<file path="src/rtl/assert_macros.svh">
// Assertion helpers for the hash table RTL.
`ifndef ASSERT_MACROS_SVH
`define ASSERT_MACROS_SVH

// Implication checked on every edge outside reset.
`define ASSERT_IMPL(label, clk, rst_n, prop, msg) \
  label: assert property (@(posedge clk) disable iff (!rst_n) prop) else $error(msg);

// Signal must be low outside reset.
`define ASSERT_NEVER(label, clk, rst_n, expr, msg) \
  label: assert property (@(posedge clk) disable iff (!rst_n) !(expr)) else $error(msg);

`endif

</file>
<file path="src/rtl/lpht_queue.sv">
// Two-entry queue between the hashing front and the probing back.
module lpht_queue #(
  parameter int WIDTH = 8
) (
  input  logic             clk,
  input  logic             rst_n,
  input  logic             push,
  input  logic [WIDTH-1:0] wdata,
  output logic             full,
  input  logic             pop,
  output logic             empty,
  output logic [WIDTH-1:0] rdata
);
  logic [WIDTH-1:0] mem_r [2];
  logic             wp_r, rp_r;
  logic [1:0]       cnt_r;

  assign full  = (cnt_r == 2'd2);
  assign empty = (cnt_r == 2'd0);
  assign rdata = mem_r[rp_r];

  always_ff @(posedge clk) begin
    if (!rst_n) begin
      wp_r <= 1'b0;
      rp_r <= 1'b0;
      cnt_r <= 2'd0;
    end else begin
      if (push && !full) begin
        mem_r[wp_r] <= wdata;
        wp_r <= ~wp_r;
      end
      if (pop && !empty) rp_r <= ~rp_r;
      cnt_r <= cnt_r + {1'b0, push && !full} - {1'b0, pop && !empty};
    end
  end
endmodule

</file>
<file path="config.mk">
export PLATFORM = sky130hd
export DESIGN_NAME = lpht_queue
export DESIGN_NICKNAME = d
export VERILOG_FILES = /design/src/rtl/assert_macros.svh /design/src/rtl/lpht_queue.sv
export SDC_FILE = /design/constraint.sdc
export NUM_CORES = 1
export LEC_CHECK = 0
export ABC_AREA = 1
export ABC_CLOCK_PERIOD_IN_PS = 4300
export BUFFER_PORTS_ARGS = -buffer_cell sky130_fd_sc_hd__buf_2
export CORE_MARGIN = 3
export CORE_UTILIZATION = 54
export CTS_CLUSTER_DIAMETER = 60
export CTS_CLUSTER_SIZE = 40
export DETAILED_ROUTE_END_ITERATION = 12
export GPL_TIMING_DRIVEN = 0
export HOLD_SLACK_MARGIN = 0.02
export PLACE_DENSITY_LB_ADDON = 0.1
export RECOVER_POWER = 100
export SLEW_MARGIN = 20
export SYNTH_ARGS = -nofsm -noshare
export SYNTH_HDL_FRONTEND = slang
export SYNTH_SLANG_ARGS = --single-unit
export TNS_END_PERCENT = 1
</file>
<file path="constraint.sdc">
create_clock -name clk -period 4.3 [get_ports clk]
set_input_delay 0.645 -clock clk [delete_from_list [all_inputs] [get_ports clk]]
set_output_delay 0.645 -clock clk [all_outputs]
set_load 0.005 [all_outputs]
</file>
== Yosys cells after proc, flatten, opt, wreduce, memory -nomap -nowiden ==
Memories as Yosys holds them, arrays and structs flattened. A register that Yosys moved wholly into a read port is not among the register bits.
Cells that the tools add are included.

* Bits in registers: 4
* Word-level logic and storage cells: 19
* Output and inout bits: 10
* Memories kept: 1
* Bits in writable memories: 16

{| class="wikitable"
|+ Memories
! memory !! words !! bits a word !! read ports !! clocked after Yosys merged registers in !! wr ports !! RTL line !! text
|-
| mem_r || 2 || 8 || 1 || 1 || 1 || lpht_queue.sv:14 || <nowiki>logic [WIDTH-1:0] mem_r [2];</nowiki>
|}

* Muxes and demuxes: 5
* Reductions and logical operators: 5
* Bitwise gates (word level): 2
* Equal/unequal tests: 1
* Add/subtract/negate cells: 2

{| class="wikitable"
|+ Operators with widths
! kind !! number
|-
| $mux 1 || 5
|-
| $add 2x1->2 || 1
|-
| $eq 2x2->1 const B || 1
|-
| $logic_and 1x1->1 || 2
|-
| $logic_not 1->1 || 2
|-
| $logic_not 2->1 || 1
|-
| $not 1->1 || 2
|-
| $sub 2x1->2 || 1
|}

== Depth between registers and ports, before layout ==
* Word-level depth: 6
* Gate-level depth with buffers: 10

== Worst setup path after synthesis ==
No wires, ideal clock.

* Path type: input port to flip-flop
* Start: input port pop
* End: register cnt_r[1]
* Slack: 2.680 ns
* Arrival time: 1.505 ns
* Stages on the path: 9
* Library setup time: 0.115 ns
* Required time: 4.185 ns
* Cells stage by stage: inv_1 -> nor2_4 -> ha_1 -> inv_1 -> ha_1 -> inv_1 -> nand2_1 -> a21oi_1 -> nor2_1

* Longest elaborated chain between the ends: 2

{| class="wikitable"
|+ RTL lines
! what !! RTL line !! text
|-
| from (decl) || lpht_queue.sv:10 || <nowiki>input logic pop,</nowiki>
|-
| $logic_and 1x1->1 || lpht_queue.sv:33 || <nowiki>cnt_r <= cnt_r + {1'b0, push && !full} - {1'b0, pop && !empty};</nowiki>
|-
| $sub 2x1->2 || lpht_queue.sv:33 ||
|-
| to (signal assigned) || lpht_queue.sv:33 ||
|-
| to (decl) || lpht_queue.sv:16 || <nowiki>logic [1:0] cnt_r;</nowiki>
|}

Every way passes these cells.
A chain may end at the register's enable or synchronous reset.

==> results_dict.tcl <==
set metrics [dict create \
    cts.htree.levels 1 \
    switching_power_uw 160 \
    overflow 0 \
    track_usage_pct 14.9 \
    antenna_found_initial 0 \
    leakagePower_uw 0.000432 \
    vdd_ir_drop_max_uv 394 \
    pin_count 22 \
    critical_path_class "flop to output pin" \
    slowest_delay_ns 0.39 \
    tightestPinTransition_ns 0.722 \
    postCtsSetupBuffers 0 \
    die_w_um 46.5 \
    drtIter0Drc 6 \
    syn_nets 79 \
    min-delay-path-class "flop to flop" \
    pre_cts_ws_ns 2.45 \
    hold_viol_final 0 \
    crit_required_ns 3.65 \
    path_delay_family "buffers and inverters" \
    arrival_ns 1.51 \
    yosysTopAreaCell "edfxtp_1" \
    nets 105 \
    cp-start-kind "flop" \
    fin_crit_sh_pct 50.1 \
    die_h_um 46.5 \
    core_area_sq_um 1420 \
    cp.depth 3 \
    synth.avg_cell_area_sq_um 13.6 \
    die_area_sq_um 2160 \
    crit_slowest_cell "clkbuf_1" \
    drt_wl_total_mm 1.30 \
    p_per_area_nw_per_um2 516 \
    nFillCells 121 \
    synth.distinct_cells 14 \
    dpl.hpwl_um 984 \
    max_freq_ghz 0.464 \
    cts_tree "done" \
    drt_pre_antenna_iters 4 \
    path_buf_inv 2 \
    drv_cap 0 \
    setup_viol 0 \
    cp-end-kind "output pin" \
    drt-vias-per-instance 5.19 \
    final_util_pct 70.4 \
    cp_cell_sequence "clkbuf_1 -> mux2_1 -> buf_2" \
    netlist_instances 65 \
    worstHoldPathCells 2 \
    rrSetupSlack_ns 2.72 \
    cts.sinks 21 \
    clk_latency_ns 0.29 \
    ff2ff_path_depth 9 \
    rsz0062_at_grt "false" \
    path_clk_slew_ns 0.11 \
    vias 545 \
    yosys-top-cells-area "edfxtp_1, mux2_4, dfxtp_1, inv_1, nand2_1" \
    port_buffers 21 \
    maxSlewViolCount 0 \
    grt_max_degree 13 \
    finalWeightedCongestion 0.743 \
    combPwrFrac_pct 30.6 \
    critical_path.max_fanout 8 \
    ctsHoldBuffers 0 \
    start_util_pct 62.5 \
    grt_pass1_vias 553 \
    route.detailed.drc 0 \
    rows 13 \
    syn-cell-area_sq_um 885 \
    fin_crit_ns 2.16 \
    grt_pass1_wl_mm 2.15 \
    relSlewSlack_pct 51.7 \
    antenna_left 0 \
    p_sw_share_pct 31.1 \
    cp-endpoint "rdata[0]" \
    clk_path_buf_depth 2 \
    synth_top_area_share_pct 54.3 \
    p_seq_share_pct 52.0 \
    clockPowerShare_pct 17.5 \
    ys_seq_area_share_pct 65.6 \
    cts_root_buf "clkbuf_4" \
    ys_ff_latch 21 \
    cts_resized 0 \
    n_antenna_cell 0 \
    wl_per_cell_um 12.4 \
    setup_tns_ns 0 \
    p_int_uw 354 \
    r2r-start "cnt_r[0]$_SDFF_PN0_" \
    synth_warnings 0 \
    hold_slack_ns 0.498 \
    area_growth_pct 12.6 \
    clock_skew_ns 0.00258 \
    drive_above_1_share_pct 32.2 \
    cts_inserted_buffers 3 \
    r2r-end "cnt_r[1]$_SDFF_PN0_" \
    setup_ws_ns 2.14 \
    status "finished, final reports clean" \
]
## worst register-to-register path: stages (launching register included)
cell	delay, ns
dfxtp_1	0.38
nor2_1	0.24
nor2_4	0.06
ha_1	0.27
inv_1	0.04
ha_1	0.18
inv_1	0.06
nand2_1	0.06
a21oi_1	0.15
nor2_1	0.06
## worst min path at each step
| stage | from | endpoint | slack [ns] |
|---|---|---|---|
| after floorplan | wp_r$_SDFFE_PN0P_ | wp_r$_SDFFE_PN0P_ | 0.46 |
| after global placement | wp_r$_SDFFE_PN0P_ | wp_r$_SDFFE_PN0P_ | 0.48 |
| after detailed placement | wp_r$_SDFFE_PN0P_ | wp_r$_SDFFE_PN0P_ | 0.48 |
| after CTS | wp_r$_SDFFE_PN0P_ | wp_r$_SDFFE_PN0P_ | 0.50 |
| after global routing | wdata[4] | mem_r[0][4]$_DFFE_PP_ | 0.51 |
| final | wp_r$_SDFFE_PN0P_ | wp_r$_SDFFE_PN0P_ | 0.50 |
## cell families (layout without fill, tap and decap cells)
| family | after synthesis | count (layout) | share of synthesized area [%] |
|---|---|---|---|
| simple gates | 20 | 20 | 10.7 |
| mux | 8 | 8 | 13.6 |
| fa+ha+maj | 2 | 2 | 2.83 |
| buf+inv | 11 | 36 | 5.52 |
| compound gates | 3 | 3 | 1.70 |
| flops | 21 | 21 | 65.6 |
## cell usage in the layout (no fill, tap or decap)
cell type	count
a21oi_1	1
buf_2	18
clkbuf_1	2
clkbuf_2	2
clkbuf_4	3
clkinv_2	1
dfxtp_1	5
edfxtp_1	16
ha_1	2
inv_1	9
inv_2	1
mux2_1	7
mux2_4	1
nand2_1	8
nand3_1	2
nor2_1	7
nor2_2	2
nor2_4	1
o21ai_0	1
o21ai_1	1
## per-stage QoR
step,power (uW),instances,area [sq um]
6_report,514,105,996
5_1_grt,556,105,996
4_1_cts,548,105,1040
3_5_place_dp,460,101,1010
3_3_place_gp,449,101,1010
2_1_floorplan,403,65,885
## flip-flops by register name, indices dropped and copies added, names as in the netlist, named ones only
register / flops
wp_r: 1
mem_r: 16
rp_r: 1
cnt_r: 2
## cell type report
class	instances	area (sq um)	area share [%]
tap	15	18.8	1.88
sequential	21	581	58.3
timing repair buffer	21	104	10.4
inverter	10	37.5	3.77
buffer	1	3.75	0.377
multi-input combinational	33	224	22.5
clock buffer	3	22.5	2.26
clock inverter	1	5.00	0.503
## layer usage
metal  GRT usage (%)  routed length, um  up-vias
met4            5.11                 12        0
met2            30.2                678       19
met1            12.6                498      257
li1                -                  -      267
met3            5.47                111        2
met5               0                  0        -
## Yosys cell counts
cell type  number
mux2_4          8
dfxtp_1         5
nand2_1         8
inv_1           9
ha_1            2
edfxtp_1       16
buf_6           1
o21ai_1         2
nor2_1          5
nor2_2          4
nand3_1         2
a21oi_1         1
inv_2           1
nor2_4          1
## power by group through the flow
stage / Clock (uW) / Sequential, uW / Combinational [uW]
after floorplan: 0 / 270 / 133
after global placement: 0 / 273 / 176
after detailed placement: 0 / 276 / 184
after CTS: 92.4 / 271 / 185
after global routing: 101 / 271 / 184
final: 89.9 / 267 / 157
No activity file was read; power rests on OpenSTA's default activity.
