File: src/rtl/assert_macros.svh
// Assertion helpers for the hash table RTL.
`ifndef ASSERT_MACROS_SVH
`define ASSERT_MACROS_SVH

// Implication checked on every edge outside reset.
`define ASSERT_IMPL(label, clk, rst_n, prop, msg) \
  label: assert property (@(posedge clk) disable iff (!rst_n) prop) else $error(msg);

// Signal must be low outside reset.
`define ASSERT_NEVER(label, clk, rst_n, expr, msg) \
  label: assert property (@(posedge clk) disable iff (!rst_n) !(expr)) else $error(msg);

`endif

File: src/rtl/lpht_pkg.sv
package lpht_pkg;

  // Slot count; a power of two so that the home slot and the probe wrap are masks.
  localparam int CAPACITY = 256;

  localparam logic [1:0] OP_INSERT = 2'd0;
  localparam logic [1:0] OP_LOOKUP = 2'd1;
  localparam logic [1:0] OP_REMOVE = 2'd2;
  localparam logic [1:0] OP_CLEAR  = 2'd3;

  localparam logic [2:0] ST_INSERTED = 3'd0;
  localparam logic [2:0] ST_REPLACED = 3'd1;
  localparam logic [2:0] ST_FOUND    = 3'd2;
  localparam logic [2:0] ST_NOTFOUND = 3'd3;
  localparam logic [2:0] ST_REMOVED  = 3'd4;
  localparam logic [2:0] ST_FULL     = 3'd5;
  localparam logic [2:0] ST_CLEARED  = 3'd6;

  localparam logic [1:0] SLOT_EMPTY = 2'd0;
  localparam logic [1:0] SLOT_LIVE  = 2'd1;
  localparam logic [1:0] SLOT_TOMB  = 2'd2;

  localparam logic [63:0] FNV_OFFSET = 64'hcbf29ce484222325;
  localparam logic [63:0] FNV_PRIME  = 64'h00000100000001b3;
  localparam logic [63:0] MIX_ADD    = 64'h9e3779b97f4a7c15;
  localparam logic [63:0] MIX_MUL1   = 64'hbf58476d1ce4e5b9;
  localparam logic [63:0] MIX_MUL2   = 64'h94d049bb133111eb;

  localparam int LOAD_NUM = 3;
  localparam int LOAD_DEN = 4;

endpackage

File: src/rtl/lpht_mul64.sv
// 64x64 low-half multiply from three 32x32 partial products, taken in turn.
module lpht_mul64 (
  input  logic        clk,
  input  logic        rst_n,
  input  logic        start,
  input  logic [63:0] a,
  input  logic [63:0] b,
  output logic        done,
  output logic [63:0] p
);
  logic [1:0]  cnt_r;
  logic [63:0] a_r, b_r;
  logic [63:0] acc_r;
  logic [31:0] a_sel, b_sel;
  logic [63:0] pp;

  always_comb begin
    a_sel = a_r[31:0];
    b_sel = b_r[31:0];
    unique case (cnt_r)
      2'd1: begin a_sel = a_r[31:0];  b_sel = b_r[63:32]; end
      2'd2: begin a_sel = a_r[63:32]; b_sel = b_r[31:0];  end
      default: begin a_sel = a_r[31:0]; b_sel = b_r[31:0]; end
    endcase
    pp = {32'd0, a_sel} * {32'd0, b_sel};
  end

  always_ff @(posedge clk) begin
    if (!rst_n) begin
      cnt_r <= 2'd0;
      done  <= 1'b0;
    end else begin
      done <= 1'b0;
      if (start) begin
        a_r   <= a;
        b_r   <= b;
        acc_r <= 64'd0;
        cnt_r <= 2'd3;
      end else if (cnt_r != 2'd0) begin
        // Step 3 takes the full low product, steps 2 and 1 the shifted cross terms.
        if (cnt_r == 2'd3) acc_r <= pp;
        else acc_r <= acc_r + {pp[31:0], 32'd0};
        cnt_r <= cnt_r - 2'd1;
        if (cnt_r == 2'd1) done <= 1'b1;
      end
    end
  end

  always_comb begin
    p = acc_r;
  end
endmodule

File: src/rtl/lpht_front.sv
// Front end: latches a request, hashes its key to a home slot (a clear skips the
// hash) and hands the classified word on to the queue.
module lpht_front #(
  parameter int KEY_BYTES = 8,
  parameter int VALUE_BITS = 64
) (
  input  logic                                 clk,
  input  logic                                 rst_n,
  input  logic [63:0]                          seed,
  input  logic                                 in_valid,
  output logic                                 in_stall,
  input  logic [1:0]                           in_opcode,
  input  logic [63:0]                          in_key,
  input  logic [63:0]                          in_value,
  output logic                                 q_valid,
  input  logic                                 q_full,
  output logic [1:0]                           q_op,
  output logic [8*KEY_BYTES-1:0]               q_key,
  output logic [VALUE_BITS-1:0]                q_val,
  output logic [$clog2(lpht_pkg::CAPACITY)-1:0] q_home
);
  import lpht_pkg::*;
  localparam int KW = 8 * KEY_BYTES;
  localparam int SW = $clog2(CAPACITY);
  localparam int BW = $clog2(KEY_BYTES + 1);

  typedef enum logic [2:0] {F_IDLE, F_FNV, F_MIX1, F_MIX2, F_OUT} fstate_t;

  fstate_t          state_r;
  logic [1:0]       op_r;
  logic [KW-1:0]    key_r;
  logic [VALUE_BITS-1:0] val_r;
  logic [63:0]      h_r;
  logic [BW-1:0]    byte_r;
  logic [SW-1:0]    home_r;
  logic             mul_start_r;
  logic [63:0]      mul_a_r;
  logic [63:0]      mul_b_r;
  logic             mul_done;
  logic [63:0]      mul_p;
  logic [63:0]      fnv_nxt;
  logic [63:0]      z1, z2;
  logic [63:0]      hres;

  lpht_mul64 u_mul (
    .clk(clk), .rst_n(rst_n), .start(mul_start_r), .a(mul_a_r), .b(mul_b_r),
    .done(mul_done), .p(mul_p)
  );

  always_comb begin
    // FNV prime is 2^40 + 0x1b3: shift and a narrow multiply.
    logic [63:0] x;
    x = h_r ^ {56'd0, key_r[8*byte_r[BW-1:0] +: 8]};
    fnv_nxt = (x << 40) + (x * 64'h1b3);
    z1 = (h_r ^ seed) + MIX_ADD;
    z2 = mul_p ^ (mul_p >> 27);
    hres = mul_p ^ (mul_p >> 31);
  end

  assign in_stall = (state_r != F_IDLE);
  assign q_valid  = (state_r == F_OUT);
  assign q_op = op_r;
  assign q_key = key_r;
  assign q_val = val_r;
  assign q_home = home_r;

  always_ff @(posedge clk) begin
    if (!rst_n) begin
      state_r <= F_IDLE;
      mul_start_r <= 1'b0;
    end else begin
      mul_start_r <= 1'b0;
      unique case (state_r)
        F_IDLE: if (in_valid) begin
          op_r   <= in_opcode;
          key_r  <= in_key[KW-1:0];
          val_r  <= in_value[VALUE_BITS-1:0];
          h_r    <= FNV_OFFSET;
          byte_r <= '0;
          state_r <= (in_opcode == OP_CLEAR) ? F_OUT : F_FNV;
        end
        F_FNV: begin
          if (byte_r == BW'(KEY_BYTES)) begin
            mul_a_r <= z1 ^ (z1 >> 30);
            mul_b_r <= MIX_MUL1;
            mul_start_r <= 1'b1;
            state_r <= F_MIX1;
          end else begin
            h_r <= fnv_nxt;
            byte_r <= byte_r + 1'b1;
          end
        end
        F_MIX1: if (mul_done) begin
          mul_a_r <= z2;
          mul_b_r <= MIX_MUL2;
          mul_start_r <= 1'b1;
          state_r <= F_MIX2;
        end
        F_MIX2: if (mul_done) begin
          // Capacity is a power of two here, so the modulo is a mask.
          home_r <= hres[SW-1:0];
          state_r <= F_OUT;
        end
        F_OUT: if (!q_full) state_r <= F_IDLE;
        default: state_r <= F_IDLE;
      endcase
    end
  end
endmodule

File: config.mk
export PLATFORM = sky130hd
export DESIGN_NAME = lpht_front
export DESIGN_NICKNAME = d
export VERILOG_FILES = /design/src/rtl/assert_macros.svh /design/src/rtl/lpht_pkg.sv /design/src/rtl/lpht_mul64.sv /design/src/rtl/lpht_front.sv
export SDC_FILE = /design/constraint.sdc
export NUM_CORES = 2
export LEC_CHECK = 0
export ABC_AREA = 1
export BUFFER_PORTS_ARGS = -buffer_cell sky130_fd_sc_hd__buf_2
export CAP_MARGIN = 20
export CORE_MARGIN = 3
export CORE_UTILIZATION = 50
export DETAILED_ROUTE_END_ITERATION = 7
export PLACE_DENSITY = 0.67
export SLEW_MARGIN = 20
export SYNTH_ARGS = -nofsm -noshare
export SYNTH_HDL_FRONTEND = slang
export SYNTH_SLANG_ARGS = --single-unit
File: constraint.sdc
create_clock -name clk -period 8.2 [get_ports clk]
set_input_delay 0 -clock clk [delete_from_list [all_inputs] [get_ports clk]]
set_output_delay 0 -clock clk [all_outputs]
set_load 0.05 [all_outputs]
# After elaboration in Yosys (flattened, before gate mapping)
# Cells that the tools add are included.
# word_totals
ff_bits	533
elab_cells	88
# classes
add_sub_neg	5
multipliers	2
eq_ne	15
n_shift	1
muxes	29
bitwise	7
n_reduce_logical	14
# op_table
op	n
$mux W64	8
$pmux W64 S2	3
$add A64 B64 Y64	2
$add A64 B64 Y64 const B	1
$mul A32 B32 Y64	1
$mul A64 B9 Y64 const B	1
$mux W32	2
$shiftx A64 B8 Y8	1
$xor A64 B34 Y64	1
$xor A64 B37 Y64	1
$xor A64 B64 Y64	1
$xor A64 B8 Y64	1
$mux W3	6
$pmux W3 S5	1
$mux W4	2
$ne A2 B2 Y1 const B	4
$pmux W4 S2	1
$reduce_and A4 Y1	2
$reduce_bool A2 Y1	4
$xor A8 B8 Y8	1
$eq A2 B2 Y1 const B	3
$eq A3 B2 Y1 const B	2
$reduce_and A3 Y1	2
$reduce_and A5 Y1	1
other kinds (15)	21

# Logic depth before layout (Yosys ltp)
# logic_depth
word_depth	6
mapped_depth	49
depth_no_buf	47

# By module
# Synthesis repeated with hierarchy kept, for this count alone.
# unflattened
hier_cells	8623
hier_area_um2	70921.8
# by_module_without_submodules
mod	n_inst	cells_per_inst	area_per_inst_um2	seq_area_each_um2
lpht_mul64	1	5114	42892.4	5825.6
lpht_front	1	3509	28029.4	8247.9

# Worst setup path after synthesis
# Ideal clock, no wire load.
# synth_timing
path_kind	reg-to-reg
startpoint	register u_mul.cnt_r[0]
endpoint	register u_mul.acc_r[63] (netlist: u_mul.p[63]), data pin
setup_time_ps	270
arrival_ps	8721
slack_ps	-791
path_stages_with_launch	43
path_buffers	3
period_less_slack_ps	8991
path_cell_list	dfxtp_1 > inv_1 > ha_1 > clkbuf_1 > clkbuf_1 > o21ai_0 > inv_1 > clkbuf_1 > nor2_1 > fa_1 > fa_1 > fa_1 > inv_1 > fa_1 > inv_1 > fa_1 > inv_1 > fa_1 > [7 not listed] > o21ai_0 > a21oi_1 > or2_2 > nand3_1 > xor2_1 > inv_1 > ha_1 > nand2_1 > inv_1 > nand3_1 > nor2_1 > inv_1 > o21ai_0 > inv_1 > nand2_1 > nand3_1 > nand3_1 > a21oi_1
# synth_via
elab_chain_len	6
# synth_rtl
element	line_no	source
start, declared	lpht_mul64.sv:11	logic [1:0] cnt_r;
start signal, assigned	lpht_mul64.sv:43	cnt_r <= cnt_r - 2'd1;
$eq A2 B2 Y1 / $eq A2 B1 Y1 (equally long branches)	lpht_mul64.sv:20	unique case (cnt_r)
$mux W32	lpht_mul64.sv:20	
$mul A32 B32 Y64	lpht_mul64.sv:25	pp = {32'd0, a_sel} * {32'd0, b_sel};
$add A64 B64 Y64	lpht_mul64.sv:42	else acc_r <= acc_r + {pp[31:0], 32'd0};
$mux W64 *	lpht_mul64.sv:41	if (cnt_r == 2'd3) acc_r <= pp;
$mux W64 *	lpht_mul64.sv:39	end else if (cnt_r != 2'd0) begin
end signal, assigned	lpht_mul64.sv:41	
end signal, assigned	lpht_mul64.sv:42	
end, declared	lpht_mul64.sv:13	logic [63:0] acc_r;
# Mark *: on every way between the ends. The rest lies on a longest branch, timed or not. The select of a mux whose other input is x is not followed.
# A chain may end at the register's enable or synchronous reset.

# Worst setup path in the final report
# layout_timing
startpoint	register u_mul.cnt_r[0]
endpoint	register u_mul.acc_r[57] (netlist: u_mul.p[57]), data pin
# Same word-level chain as after synthesis.

==> results by group <==
Hold path
  • Min-delay src: in_key[24]
  • Hold crit path type: in -> reg
  • Hold Path Stages: 2

Timing
  • Slew Viols, Final: 0
  • Worst setup margin: -0.4669 ns
  • Min Tclk post-route: 8.667 ns
  • Worst slew margin: 0.2974
  • Setup violations, final: 23
  • Skew final: 0.07606 ns
  • Final Hold Fails: 0
  • Worst Tran Pin Value: 1.054 ns
  • Fmax: about 120 MHz
  • Tcrit/Tclk final: 1.057
  • Hold WS: around 0.03 ns
  • RSZ-0062 raised after global routing: true

Synthesis
  • Syn nets: ~9600
  • Post-synth EDFFs: 402
  • Synth Area in XOR/XNOR: 0.02345
  • Ys flop type: edfxtp_1
  • Post-synthesis adder-cell area fraction: 0.4331
  • Yosys reg bits: roughly 400
  • Synthesized area per cell: 8.412 um2
  • Proportion of synthesized area in mux cells: 0
  • Asr flop ratio synth: 0
  • Sequential cell area fraction in the yosys report: 0.1872
  • Post-Syn Area: 65250 um2
  • Compound-Gate Fraction of Synth Area: 0.06543
  • Mapped Cells: 7757
  • Yosys warnings: 0
  • Post-synthesis simple-gate area fraction: 0.1720
  • Largest family of logic cells by synthesized area: adder cells
  • Yosys cell types: 53

Placed design
  • DP HPWL: roughly 240000 um
  • Final GP Congestion: ~1.0
  • PortBufs: ~340

Setup path
  • Buffers and inverters on the worst path: 16
  • CP startpoint kind: register
  • CP Depth: 41
  • Most used cell, CP: fa_1
  • Critical Path RT: 8.56 ns
  • Reg2reg start: u_mul.cnt_r[0]$_SDFFE_PN0N_
  • Slowest-stage cell, CP: fa_1
  • Worst setup path class: reg -> reg
  • Max FO, Critical Path: 7
  • CP arrival: 9.03 ns
  • R2R cell count: between 40 and 50
  • CP endpoint kind: register
  • Crit. Startpoint: u_mul.cnt_r[0]$_SDFFE_PN0N_
  • Max stage delay on crit path: 0.61 ns
  • CP delay by family, top: adder cells

CTS
  • Clock transition at path regs: approximately 0.060 ns
  • CTS Buf Count: 51
  • H-tree levels: 2
  • CTS max path bufs: 3
  • CTS tree: yes
  • Clk Latency, worst-skew pair: 0.69 ns
  • CTS root buf: clkbuf_16
  • CTS sink count: 409

Route
  • Vias per Instance: 5.489
  • Remaining routing DRC violations: 0
  • DRT Wirelength: 279300 um
  • Pre-Repair DR Iteration Count: 6
  • Detail Route Antenna Nets: 0
  • Routed WL per cell: 25.60 um
  • Via count: 59910
  • Initial DRC Count: 6133

Cells and area
  • Share of cells above drive strength 1: 0.2246
  • Layout Nets: 10940
  • Area Growth Syn to Fin: 26.66%

Die
  • Die height: ~370 um
  • Die W: 367.3 um
  • FP Rows: 131
  • Die ar.: ~130000 um2
  • Starting Density: 0.5078
  • I/O pin total: between 300 and 400
  • Core footprint: roughly 130000 um2

GRT
  • Initial antenna violation count: 20
  • Largest net degree at the start of global routing: 87
  • Number of global-route vias before repair: 62150
  • Overflow after GRT: 0
  • Gr usage total: 0.4134
  • First-pass GRT wire length: between 400000 and 500000 um

Outcome
  • Status: finished, violations left
  • Failing checks: negative setup slack

Flow run
  • Total of max-cap violations: 0
## final cells by class
type,count,area [um2]
well taps,1729,2163
inverters,1928,7267
repair buffers,1454,10970
multi-input cells,5290,48280
fillers,11120,45860
clock inverters,35,420.4
clock buffers,56,1295
flip-flops and latches,409,12220
diodes,13,32.53
## per-stage QoR
stage / instances / setup TNS, ns / area (um2) / utilization / setup slack (ns)
5_1_grt: 10910 / -13.84 / 82630 / 0.6430 / -0.7080
3_5_place_dp: 10560 / -24.59 / 75600 / 0.5883 / -1.162
6_report: 10910 / -5.755 / 82650 / 0.6431 / -0.4669
3_3_place_gp: 10560 / -23.62 / 75600 / 0.5883 / -1.163
4_1_cts: 10860 / -3.948 / 81170 / 0.6317 / -0.4307
2_1_floorplan: 7757 / 0 / 65630 / - / 0.002598
## cell usage after synthesis (23+ instances only)
library cell | count | area, um2
nor3_1 | 42 | 210.2
a31oi_1 | 51 | 319.1
fa_1 | 1078 | 21580
clkbuf_1 | 116 | 435.4
ha_1 | 534 | 6681
o21ai_0 | 299 | 1496
xor2_1 | 112 | 980.9
o21bai_1 | 29 | 217.7
nor2_1 | 939 | 3525
nand2_1 | 1273 | 4778
nand4_1 | 52 | 325.3
xnor2_1 | 41 | 359.1
nand2_2 | 25 | 156.4
nand3_1 | 314 | 1572
nor2_2 | 23 | 143.9
a21o_1 | 24 | 180.2
nand3b_1 | 25 | 187.7
edfxtp_1 | 402 | 12070
inv_1 | 1910 | 7169
a21oi_1 | 306 | 1531
## routing by layer
layer	vias up	track usage	wire, um
met5	-	0	81
met4	12	0.2422	20820
met3	766	0.08007	25440
li1	26530	-	-
met1	29570	0.5270	105800
met2	3038	0.6578	127200
## flip-flops by register name (all words and copies together) (netlist names)
signal       flops
h_r             64
mul_a_r         64
q_key           64
q_val           64
u_mul.a_r       64
u_mul.p         64
q_home           8
byte_r           4
state_r          3
mul_b_r          2
q_op             2
u_mul.b_r        2
u_mul.cnt_r      2
mul_start_r      1
u_mul.done       1
## final timing paths
check                         endpoint  slack [ns]
max          u_mul.p[57]$_SDFFCE_PP0P_       -0.47
max reg2reg  u_mul.p[57]$_SDFFCE_PP0P_       -0.47
min                q_key[24]$_DFFE_PP_        0.03
min reg2reg    u_mul.a_r[55]$_DFFE_PP_        0.37
## timing repair
action | CTS | global route
gates resized for setup | 475 | 292
endpoints found under the hold margin | 148 | 0
cloned | 1 | 1
setup endpoints to repair | 34 | 33
pin swaps | 148 | 162
hold buffers | 140 | 0
buffers inserted | 64 | 47
## layout by cell type, fill, tap and decap left out, drive strengths merged
cell type | netlist | final
fa | 1078 | 1078
nand4 | 53 | 53
o31ai | 1 | 1
o21bai | 29 | 29
a31oi | 51 | 51
buf | 13 | 1313
nor4 | 6 | 6
nor3 | 46 | 46
o211ai | 9 | 9
diode | 0 | 13
dlygate4sd3 | 0 | 140
o21a | 10 | 10
nor2 | 966 | 966
and2 | 3 | 3
clkbuf | 116 | 57
o221ai | 17 | 17
bufinv | 0 | 4
a31o | 3 | 3
clkinv | 6 | 26
or2 | 12 | 12
nand3 | 320 | 320
a211oi | 1 | 1
ha | 534 | 534
nand2b | 1 | 1
inv | 1922 | 1931
xor2 | 116 | 116
nand3b | 25 | 25
a21oi | 310 | 310
dfxtp | 7 | 7
nand2 | 1299 | 1299
clkinvlp | 0 | 2
a21o | 24 | 24
edfxtp | 402 | 402
o21ai | 316 | 316
a21boi | 6 | 6
nor3b | 1 | 1
and3 | 2 | 2
o2111ai | 3 | 3
xnor2 | 48 | 48
## cell families (layout without fill, tap and decap cells)
logic type / count (synthesis) / after routing
xor gates and xnor gates: 164 / 164
AOI/OAI and AO/OA: 780 / 780
and+or+nand+nor: 2734 / 2734
other: 0 / 13
buffers and inverters: 2058 / 3473
DFF: 409 / 409
adders and majority gates: 1612 / 1612
Power is left out: the tool's default activity adds up to more than one toggle a clock period on the data nets, which glitch-free logic cannot reach.
